## config.mk

```make
export PLATFORM = sky130hd
export DESIGN_NAME = block_float_quantizer
export DESIGN_NICKNAME = d
export VERILOG_FILES = /design/src/design/bfq_pkg.sv /design/src/design/bfq_ram.sv /design/src/design/bfq_quant.sv /design/src/design/block_float_quantizer.sv
export VERILOG_INCLUDE_DIRS = /design/src /design/src/design
export SDC_FILE = /design/constraint.sdc
export NUM_CORES = 2
export LEC_CHECK = 0
export BUFFER_PORTS_ARGS = -buffer_cell sky130_fd_sc_hd__buf_4
export CAP_MARGIN = 20
export CORE_MARGIN = 5
export CORE_UTILIZATION = 45
export DETAILED_ROUTE_END_ITERATION = 10
export PLACE_DENSITY_LB_ADDON = 0.3
export SYNTH_ARGS = -nofsm -noshare
export SYNTH_HDL_FRONTEND = slang
export SYNTH_SLANG_ARGS = --single-unit
```

## constraint.sdc

```tcl
create_clock -name i_clk -period 12.9 [get_ports i_clk]
set_input_delay 1.935 -clock i_clk [delete_from_list [all_inputs] [get_ports i_clk]]
set_output_delay 1.935 -clock i_clk [all_outputs]
set_load 0.01 [all_outputs]
```

## src/design/block_float_quantizer_assert.svh

```systemverilog
// Assertion macros for the block float quantizer
`ifndef BLOCK_FLOAT_QUANTIZER_ASSERT_SVH
`define BLOCK_FLOAT_QUANTIZER_ASSERT_SVH
`ifndef SYNTHESIS
`define BFQ_ASSERT_IMP(label, clk, rst_n, ante, cons) \
    label: assert property (@(posedge clk) disable iff (!rst_n) (ante) |-> (cons)) \
        else $error("assertion failed");
`define BFQ_ASSERT_NEXT(label, clk, rst_n, ante, cons) \
    label: assert property (@(posedge clk) disable iff (!rst_n) (ante) |=> (cons)) \
        else $error("assertion failed");
`else
`define BFQ_ASSERT_IMP(label, clk, rst_n, ante, cons)
`define BFQ_ASSERT_NEXT(label, clk, rst_n, ante, cons)
`endif
`endif

```

## src/design/bfq_pkg.sv

```systemverilog
// ----------------------------------------------------------------------------
// bfq_pkg
// Shared types and constants of the block float quantizer.
// ----------------------------------------------------------------------------
package bfq_pkg;

    localparam int MaxBlock  = 32;
    localparam int AddrW     = $clog2(MaxBlock);
    localparam int CntW      = $clog2(MaxBlock + 1);

    localparam logic [30:0] TinyBits = 31'h2EDBE6FF;
    localparam logic [30:0] InfBits  = 31'h7F800000;

    localparam logic CfgBlockLength  = 1'b0;
    localparam logic CfgMantissaBits = 1'b1;

    typedef enum logic [1:0] {
        ST_FILL,
        ST_EMIT
    } t_state;

    typedef struct packed {
        logic               start;
        logic [CntW-1:0]    count;
        logic signed [7:0]  sexp;
        logic [3:0]         mbits;
    } t_emit_ctl;

endpackage

```

## src/design/bfq_ram.sv

```systemverilog
// ----------------------------------------------------------------------------
// bfq_ram
// Generic single-port-write, registered-read RAM.
// ----------------------------------------------------------------------------
module bfq_ram #(
    parameter int Width = 32,
    parameter int Depth = 32
) (
    input  logic                     i_clk,
    input  logic                     i_we,
    input  logic [$clog2(Depth)-1:0] i_waddr,
    input  logic [Width-1:0]         i_wdata,
    input  logic                     i_re,
    input  logic [$clog2(Depth)-1:0] i_raddr,
    output logic [Width-1:0]         o_rdata
);
    logic [Width-1:0] r_mem [Depth];
    logic [Width-1:0] r_rdata;

    // read data holds until the next read is issued
    always_ff @(posedge i_clk) begin
        if (i_we) r_mem[i_waddr] <= i_wdata;
        if (i_re) r_rdata <= r_mem[i_raddr];
    end
    assign o_rdata = r_rdata;
endmodule

```

## src/design/bfq_quant.sv

```systemverilog
// ----------------------------------------------------------------------------
// bfq_quant
// Turns one stored element into a signed mantissa, one element per cycle.
// ----------------------------------------------------------------------------
module bfq_quant (
    input  logic [31:0]       i_bits,
    input  logic signed [7:0] i_sexp,
    input  logic [3:0]        i_mbits,
    output logic [7:0]        o_mant
);
    logic [30:0] a;
    logic [7:0]  ebits;
    logic [23:0] mant;
    logic signed [10:0] s;
    logic [4:0]  n;
    logic [7:0]  limit;
    logic [24:0] rnd;
    logic [31:0] shl;
    logic [7:0]  mag;

    always_comb begin
        a     = i_bits[30:0];
        ebits = (a[30:23] == 8'd0) ? 8'd1 : a[30:23];
        mant  = {(a[30:23] != 8'd0), a[22:0]};
        limit = 8'((9'd1 << (i_mbits - 4'd1)) - 9'd1);
        s     = 11'(signed'({3'b0, ebits})) - 11'sd151 + 11'(signed'({7'b0, i_mbits}))
                - 11'(i_sexp);
        n     = 5'((-s) > 11'sd25 ? 11'sd25 : -s);
        rnd   = 25'd0;
        shl   = 32'd0;
        mag   = 8'd0;
        if (a > bfq_pkg::InfBits || i_sexp == -8'sd127) begin
            mag = 8'd0;
        end else if (a == bfq_pkg::InfBits) begin
            mag = limit;
        end else if (mant == 24'd0) begin
            mag = 8'd0;
        end else if (s >= 0) begin
            shl = {8'd0, mant} << s[3:0];
            mag = (s > 11'sd8 || shl > {24'd0, limit}) ? limit : shl[7:0];
        end else if (-s > 11'sd25) begin
            mag = 8'd0;
        end else begin
            rnd = ({1'b0, mant} + (25'd1 << (n - 5'd1))) >> n;
            mag = (rnd > {17'd0, limit}) ? limit : rnd[7:0];
        end
        o_mant = i_bits[31] ? (8'd0 - mag) : mag;
    end
endmodule

```

## src/design/block_float_quantizer.sv

```systemverilog
// A block's first result passes the FSM state, the RAM read register and the output register.
// Elements load at 1 per cycle, then emit at 1 per cycle while the output is not stalled;
// input reopens once the block's last element enters the output register.
// The block buffer's single read port paces the emit phase; input stalls during it.
// Reset (synchronous, active low) clears fill count, maximum, FSM and output valid, and sets config regs to 32 and 8.
// Buffer contents are not cleared; only entries written in the current block are read.
// ----------------------------------------------------------------------------
// block_float_quantizer
// Buffers FP32 samples per block, then emits shared-exponent mantissas.
// ----------------------------------------------------------------------------
`include "block_float_quantizer_assert.svh"
module block_float_quantizer (
    input  logic        i_clk,
    input  logic        i_rst_n,
    input  logic        s_axis_tvalid,
    output logic        s_axis_tready,
    input  logic [31:0] s_axis_tdata,   // [31:0] sample_bits
    input  logic        s_axis_tlast,   // end_of_data
    output logic        m_axis_tvalid,
    input  logic        m_axis_tready,
    output logic [15:0] m_axis_tdata,   // [7:0] mantissa, [15:8] block_exp
    output logic        m_axis_tlast,   // block_last
    input  logic        i_cfg_valid,
    output logic        o_cfg_ready,
    input  logic        i_cfg_index,
    input  logic [5:0]  i_cfg_data
);
    localparam int AW = bfq_pkg::AddrW;
    localparam int CW = bfq_pkg::CntW;

    bfq_pkg::t_state   r_state, n_state;
    logic [5:0]        r_blen;
    logic [3:0]        r_mbits;
    logic [CW-1:0]     r_fill, n_fill;
    logic [30:0]       r_max, n_max;
    logic [CW-1:0]     r_rd, n_rd;
    logic              r_pend, n_pend;     // RAM data valid for r_rd-1
    logic              r_plast, n_plast;
    logic              r_ov, n_ov;
    logic [15:0]       r_od, n_od;
    logic              r_ol, n_ol;
    logic signed [7:0] r_sexp, n_sexp;
    logic [3:0]        r_mb_e, n_mb_e;

    logic [CW-1:0]     len;
    logic [3:0]        mbe;
    logic              in_acc, out_free, rd_go;
    logic [31:0]       rdata;
    logic [7:0]        qm;
    logic [CW-1:0]     fill_inc;
    logic [30:0]       a;
    logic [8:0]        e;

    always_comb begin
        if (r_blen == 6'd0)                    len = CW'(1);
        else if (r_blen > 6'(bfq_pkg::MaxBlock)) len = CW'(bfq_pkg::MaxBlock);
        else                                   len = CW'(r_blen);
        if (r_mbits < 4'd2)      mbe = 4'd2;
        else if (r_mbits > 4'd8) mbe = 4'd8;
        else                     mbe = r_mbits;
    end

    assign o_cfg_ready   = 1'b1;
    assign s_axis_tready = (r_state == bfq_pkg::ST_FILL);
    assign in_acc        = s_axis_tvalid && s_axis_tready;
    assign fill_inc      = r_fill + CW'(1);
    assign a             = s_axis_tdata[30:0];
    assign out_free      = !r_ov || m_axis_tready;
    // read issues only when the pending word has room to move into the output
    assign rd_go         = (r_state == bfq_pkg::ST_EMIT) && (r_rd != r_fill)
                           && (!r_pend || out_free);

    bfq_ram #(.Width(32), .Depth(bfq_pkg::MaxBlock)) u_ram (
        .i_clk  (i_clk),
        .i_we   (in_acc),
        .i_waddr(r_fill[AW-1:0]),
        .i_wdata(s_axis_tdata),
        .i_re   (rd_go),
        .i_raddr(r_rd[AW-1:0]),
        .o_rdata(rdata)
    );

    bfq_quant u_quant (
        .i_bits (rdata),
        .i_sexp (r_sexp),
        .i_mbits(r_mb_e),
        .o_mant (qm)
    );

    always_comb begin
        n_state = r_state;
        n_fill  = r_fill;
        n_max   = r_max;
        n_rd    = r_rd;
        n_sexp  = r_sexp;
        n_mb_e  = r_mb_e;
        e       = 9'd0;
        unique case (r_state)
            bfq_pkg::ST_FILL: begin
                if (in_acc) begin
                    n_fill = fill_inc;
                    if (a <= bfq_pkg::InfBits && a > r_max) n_max = a;
                    if (s_axis_tlast || fill_inc >= len) begin
                        n_state = bfq_pkg::ST_EMIT;
                        n_rd    = CW'(0);
                        n_mb_e  = mbe;
                        e = {1'b0, n_max[30:23]} + 9'd1;
                        if (n_max < bfq_pkg::TinyBits) n_sexp = -8'sd127;
                        else if (e > 9'd254)           n_sexp = 8'sd127;
                        else                           n_sexp = 8'(e - 9'd127);
                    end
                end
            end
            bfq_pkg::ST_EMIT: begin
                if (rd_go) n_rd = r_rd + CW'(1);
                if (r_pend && out_free && r_plast) begin
                    n_state = bfq_pkg::ST_FILL;
                    n_fill  = CW'(0);
                    n_max   = 31'd0;
                end
            end
            default: n_state = bfq_pkg::ST_FILL;
        endcase
    end

    always_comb begin
        n_pend  = r_pend;
        n_plast = r_plast;
        n_ov    = r_ov;
        n_od    = r_od;
        n_ol    = r_ol;
        if (r_ov && m_axis_tready) n_ov = 1'b0;
        if (r_pend && out_free) begin
            n_ov   = 1'b1;
            n_od   = {r_sexp, qm};
            n_ol   = r_plast;
            n_pend = 1'b0;
        end
        if (rd_go) begin
            n_pend  = 1'b1;
            n_plast = (r_rd + CW'(1) == r_fill);
        end
    end

    always_ff @(posedge i_clk) begin
        if (!i_rst_n) begin
            r_state <= bfq_pkg::ST_FILL;
            r_blen  <= 6'd32;
            r_mbits <= 4'd8;
            r_fill  <= '0;
            r_max   <= '0;
            r_rd    <= '0;
            r_pend  <= 1'b0;
            r_plast <= 1'b0;
            r_ov    <= 1'b0;
        end else begin
            if (i_cfg_valid) begin
                if (i_cfg_index == bfq_pkg::CfgBlockLength) r_blen  <= i_cfg_data;
                else                                        r_mbits <= i_cfg_data[3:0];
            end
            r_state <= n_state;
            r_fill  <= n_fill;
            r_max   <= n_max;
            r_rd    <= n_rd;
            r_pend  <= n_pend;
            r_plast <= n_plast;
            r_ov    <= n_ov;
        end
    end

    always_ff @(posedge i_clk) begin
        r_od   <= n_od;
        r_ol   <= n_ol;
        r_sexp <= n_sexp;
        r_mb_e <= n_mb_e;
    end

    assign m_axis_tvalid = r_ov;
    assign m_axis_tdata  = r_od;
    assign m_axis_tlast  = r_ol;

    `BFQ_ASSERT_IMP(a_rd_le_fill, i_clk, i_rst_n, r_state == bfq_pkg::ST_EMIT, r_rd <= r_fill)
    `BFQ_ASSERT_IMP(a_no_in_emit, i_clk, i_rst_n, r_state == bfq_pkg::ST_EMIT, !in_acc)
    `BFQ_ASSERT_NEXT(a_hold, i_clk, i_rst_n, r_ov && !m_axis_tready, r_ov && $stable(r_od))
    `BFQ_ASSERT_IMP(a_fill_max, i_clk, i_rst_n, 1'b1, r_fill <= CW'(bfq_pkg::MaxBlock))
endmodule

```

==> results.md <==
* Worst-path clk slew at 0.06 ns
* Cell Rows at 123
* Post-route antenna net violation count at 0
* Final count of hold timing violations at 0
* 1st-iter DRT viols at 2976
* Critical path data arrival time at approximately 13 ns
* Measured slew at the worst slew-check pin at about 1.2 ns
* Most frequently used flop master after synthesis: sky130_fd_sc_hd__edfxtp_1
* Period utilization at 93.9%
* Synthesized area per cell at 16.9 sq um
* Setup TNS at 0 ns
* Critical-path cell with the highest stage delay: sky130_fd_sc_hd__fa_1
* Maximum number of pins on one net before global-route repair at 63
* Ratio of cells with drive above 1 in the final layout at 22.7%
* Cell repeated most along the worst path: sky130_fd_sc_hd__a21oi_1
* Via count of the first global-routing pass at roughly 29k
* Die outline width at 346 um
* Total routing usage reported by global routing at 22.1%
* Sinks on the clock net at 1142
* CTS max path bufs at 3
* Number of remaining DRC errors at 0
* I/O Pins at 65
* Final-layout worst hold slack at between 0.4 and 0.5 ns
* Most common cell in the netlist: sky130_fd_sc_hd__edfxtp_1
* Area Overhead vs Synth at 12.2%
* DR vias/cell at 6.13
* First-pass detailed-route iteration total at 6
* Worst max-slew margin expressed relative to the limit at 19.6%
* Total power consumption of the routed design at 0.00868 W
* Count of state elements after synthesis at 1142
* Net count of the finished layout at 3278
* Internal power at 0.00634 W
* Number of clock buffers inserted by TritonCTS at 114
* Number of hold-repair buffers added at the cts stage at 0
* Clock tree from TritonCTS: yes
* Overall routed net length at about 130000 um
* Global-route wire length before repair at a little under 200000 um
* Kind of end point of the critical path: flop
* Post-Route Skew at 0.0727 ns
* Total core area at ~0.11 sq mm
* Routed WL per cell at approximately 29 um
* Final max-slew violation count at 0
* Worst hold-check path type: flop to flop
* Reg-to-reg setup timing slack at 0.79 ns
* Async S/R FF share, synth at 0%
* Synth area leader: sky130_fd_sc_hd__edfxtp_1
* Net Count, Synth at 3173
* Type of origin of the critical path: flop
* Critical path's largest stage delay at 0.58 ns
* Register area share after synthesis at approximately 66%
* Antenna violations before repair at 7
* Die Y at 346 um
* Highest clock frequency the design can meet at 0.0826 GHz
* Post-DP HPWL at approximately 82000 um
* Post-synth top area share at 64.0%
* Leak at between 15 and 20 nW
* Most frequent cells after synthesis: sky130_fd_sc_hd__edfxtp_1 (1085), sky130_fd_sc_hd__mux4_2 (324), sky130_fd_sc_hd__nor2_1 (171)
* Number of H-tree levels at 3
* Top area cells in the synthesized netlist: sky130_fd_sc_hd__edfxtp_1 (64%), sky130_fd_sc_hd__mux4_2 (14%), sky130_fd_sc_hd__ha_1 (2.6%)
* Switching component of the power at 0.00234 W
* Synthesized instance count at 3017
* Footprint of the multi-input gates at 0.0165 sq mm
* Proportion of power drawn by the clock network at 36.0%
* Vias post-DR at 28.9k
* Setup-failing EPs final at 0
* RD Place Congestion at 0.862
* Post-Synthesis Cell Area at 0.0509 sq mm
* Combinational cell fraction of total power at 16.5%
* Yosys warning total at 0
* Share of power burned in registers at around 48%
* Run status: completed
* Area of the die at 0.120 sq mm
* Worst-case vdd ir drop at ~0.00015 V
* Unrepaired setup endpoints after global routing: no
* Switch share at 26.9%
* Power density normalized to cell area at 152 mW/mm^2
* Max-cap violation count at 0
* Count of input and output buffers at 63
* Clock tree root driver cell: sky130_fd_sc_hd__clkbuf_16
* Worst-case setup margin in the final layout at a little under 0.8 ns
* Number of unique standard cell types used by synthesis at 89
* Congestion Overflow GR at 0
* Insertion delay of the later-clocked pin in the worst-skew pair at approximately 0.7 ns
* Required time reported for the critical path endpoint at roughly 13 ns
* Final-layout fill cell count at 9120
* Critical setup path kind: flop to flop
* Highest net fanout along the worst path at 9
* Effective utilization at floorplan at between 40% and 50%
* Number of flops mapped to enable cells by yosys at 1085
* Post-Place Worst Slack at 0.542 ns
* Register Area at 0.0337 sq mm
* Min Clock Period, post-route at between 10 and 15 ns
-- stage by stage --
step	instances	util [%]	instance area, sq um
finish	4716	50.8	57100
CTS	4710	50.7	57000
global placement	4501	47.6	53400
global route	4715	50.8	57100
detailed placement	4501	47.6	53400
floorplan	3017	-	50900
-- per-layer routing --
metal | vias to the layer above | track usage (%) | routed length [um]
met5 | - | 0 | 54
met4 | 6 | 5.90 | 3890
met3 | 228 | 3.72 | 8790
met2 | 1099 | 37.4 | 67500
met1 | 15100 | 29.9 | 54600
li1 | 12400 | - | -
-- registers in the layout, indices dropped and copies added (netlist names), 4 cells and up --
signal         flops
r_blen             6
m_axis_tdata      16
r_fill             6
u_ram.o_rdata     32
r_sexp             8
r_mbits            4
r_max             31
r_rd               6
r_mb_e             4
u_ram.r_mem     1024
-- cell usage in the layout (no fill, tap or decap), drive strengths merged, types with 64 or more instances in the layout --
master / netlist / final
edfxtp: 1085 / 1085
mux4: 324 / 324
nor2: 171 / 171
clkbuf: 107 / 146
buf: 44 / 140
nand2: 137 / 137
a21oi: 119 / 119
ha: 106 / 106
inv: 81 / 84
o21ai: 80 / 80
nor2b: 64 / 64
-- critical path, delay by kind of cell (launching register included) --
| family | cells | cell delay (ns) |
|---|---|---|
| adders and majority gates | 7 | 2.52 |
| DFF | 1 | 0.43 |
| and+or+nand+nor | 15 | 2.56 |
| xor gates and xnor gates | 2 | 0.57 |
| AOI/OAI and AO/OA | 23 | 5.44 |
| buffers and inverters | 4 | 0.33 |
-- power groups by stage --
stage	Clock (W)	Combinational (W)	Sequential, W
floorplan	0	0.000934	0.00419
global placement	0	0.00141	0.00420
detailed placement	0	0.00140	0.00420
CTS	0.00318	0.00141	0.00413
global route	0.00334	0.00155	0.00413
finish	0.00313	0.00143	0.00413
-- worst paths after layout --
| check | from | to | depth (start not counted) |
|---|---|---|---|
| min reg2reg | r_mbits[0] | r_mbits[0] | 2 |
| max | u_ram.o_rdata[30] | m_axis_tdata[4] | 51 |
| min | r_mbits[0] | r_mbits[0] | 2 |
| max reg2reg | u_ram.o_rdata[30] | m_axis_tdata[4] | 51 |
-- timing repair --
item                                   CTS  global route
setup endpoints to repair                0             7
gates resized for setup                  0             2
endpoints found under the hold margin    0             0
setup buffers                            0             4
-- final cells by class --
type / count / area share [%]
well taps: 1500 / 3.29
repair buffers: 140 / 1.88
clock inverters: 63 / 0.848
diodes: 1 / 0.00438
clock buffers: 146 / 5.39
multi-input cells: 1642 / 28.9
flip-flops and latches: 1142 / 59.1
inverters: 82 / 0.539
-- cells by family after synthesis --
family / after synthesis / synth area share (%)
flops: 1142 / 66.3
simple gates: 611 / 5.98
compound gates: 457 / 6.12
mux: 390 / 15.7
buf+inv: 233 / 1.79
fa+ha+maj: 111 / 2.80
xor+xnor: 72 / 1.30
other cells: 1 / 0.00737
(Power assumes the default switching activity.)
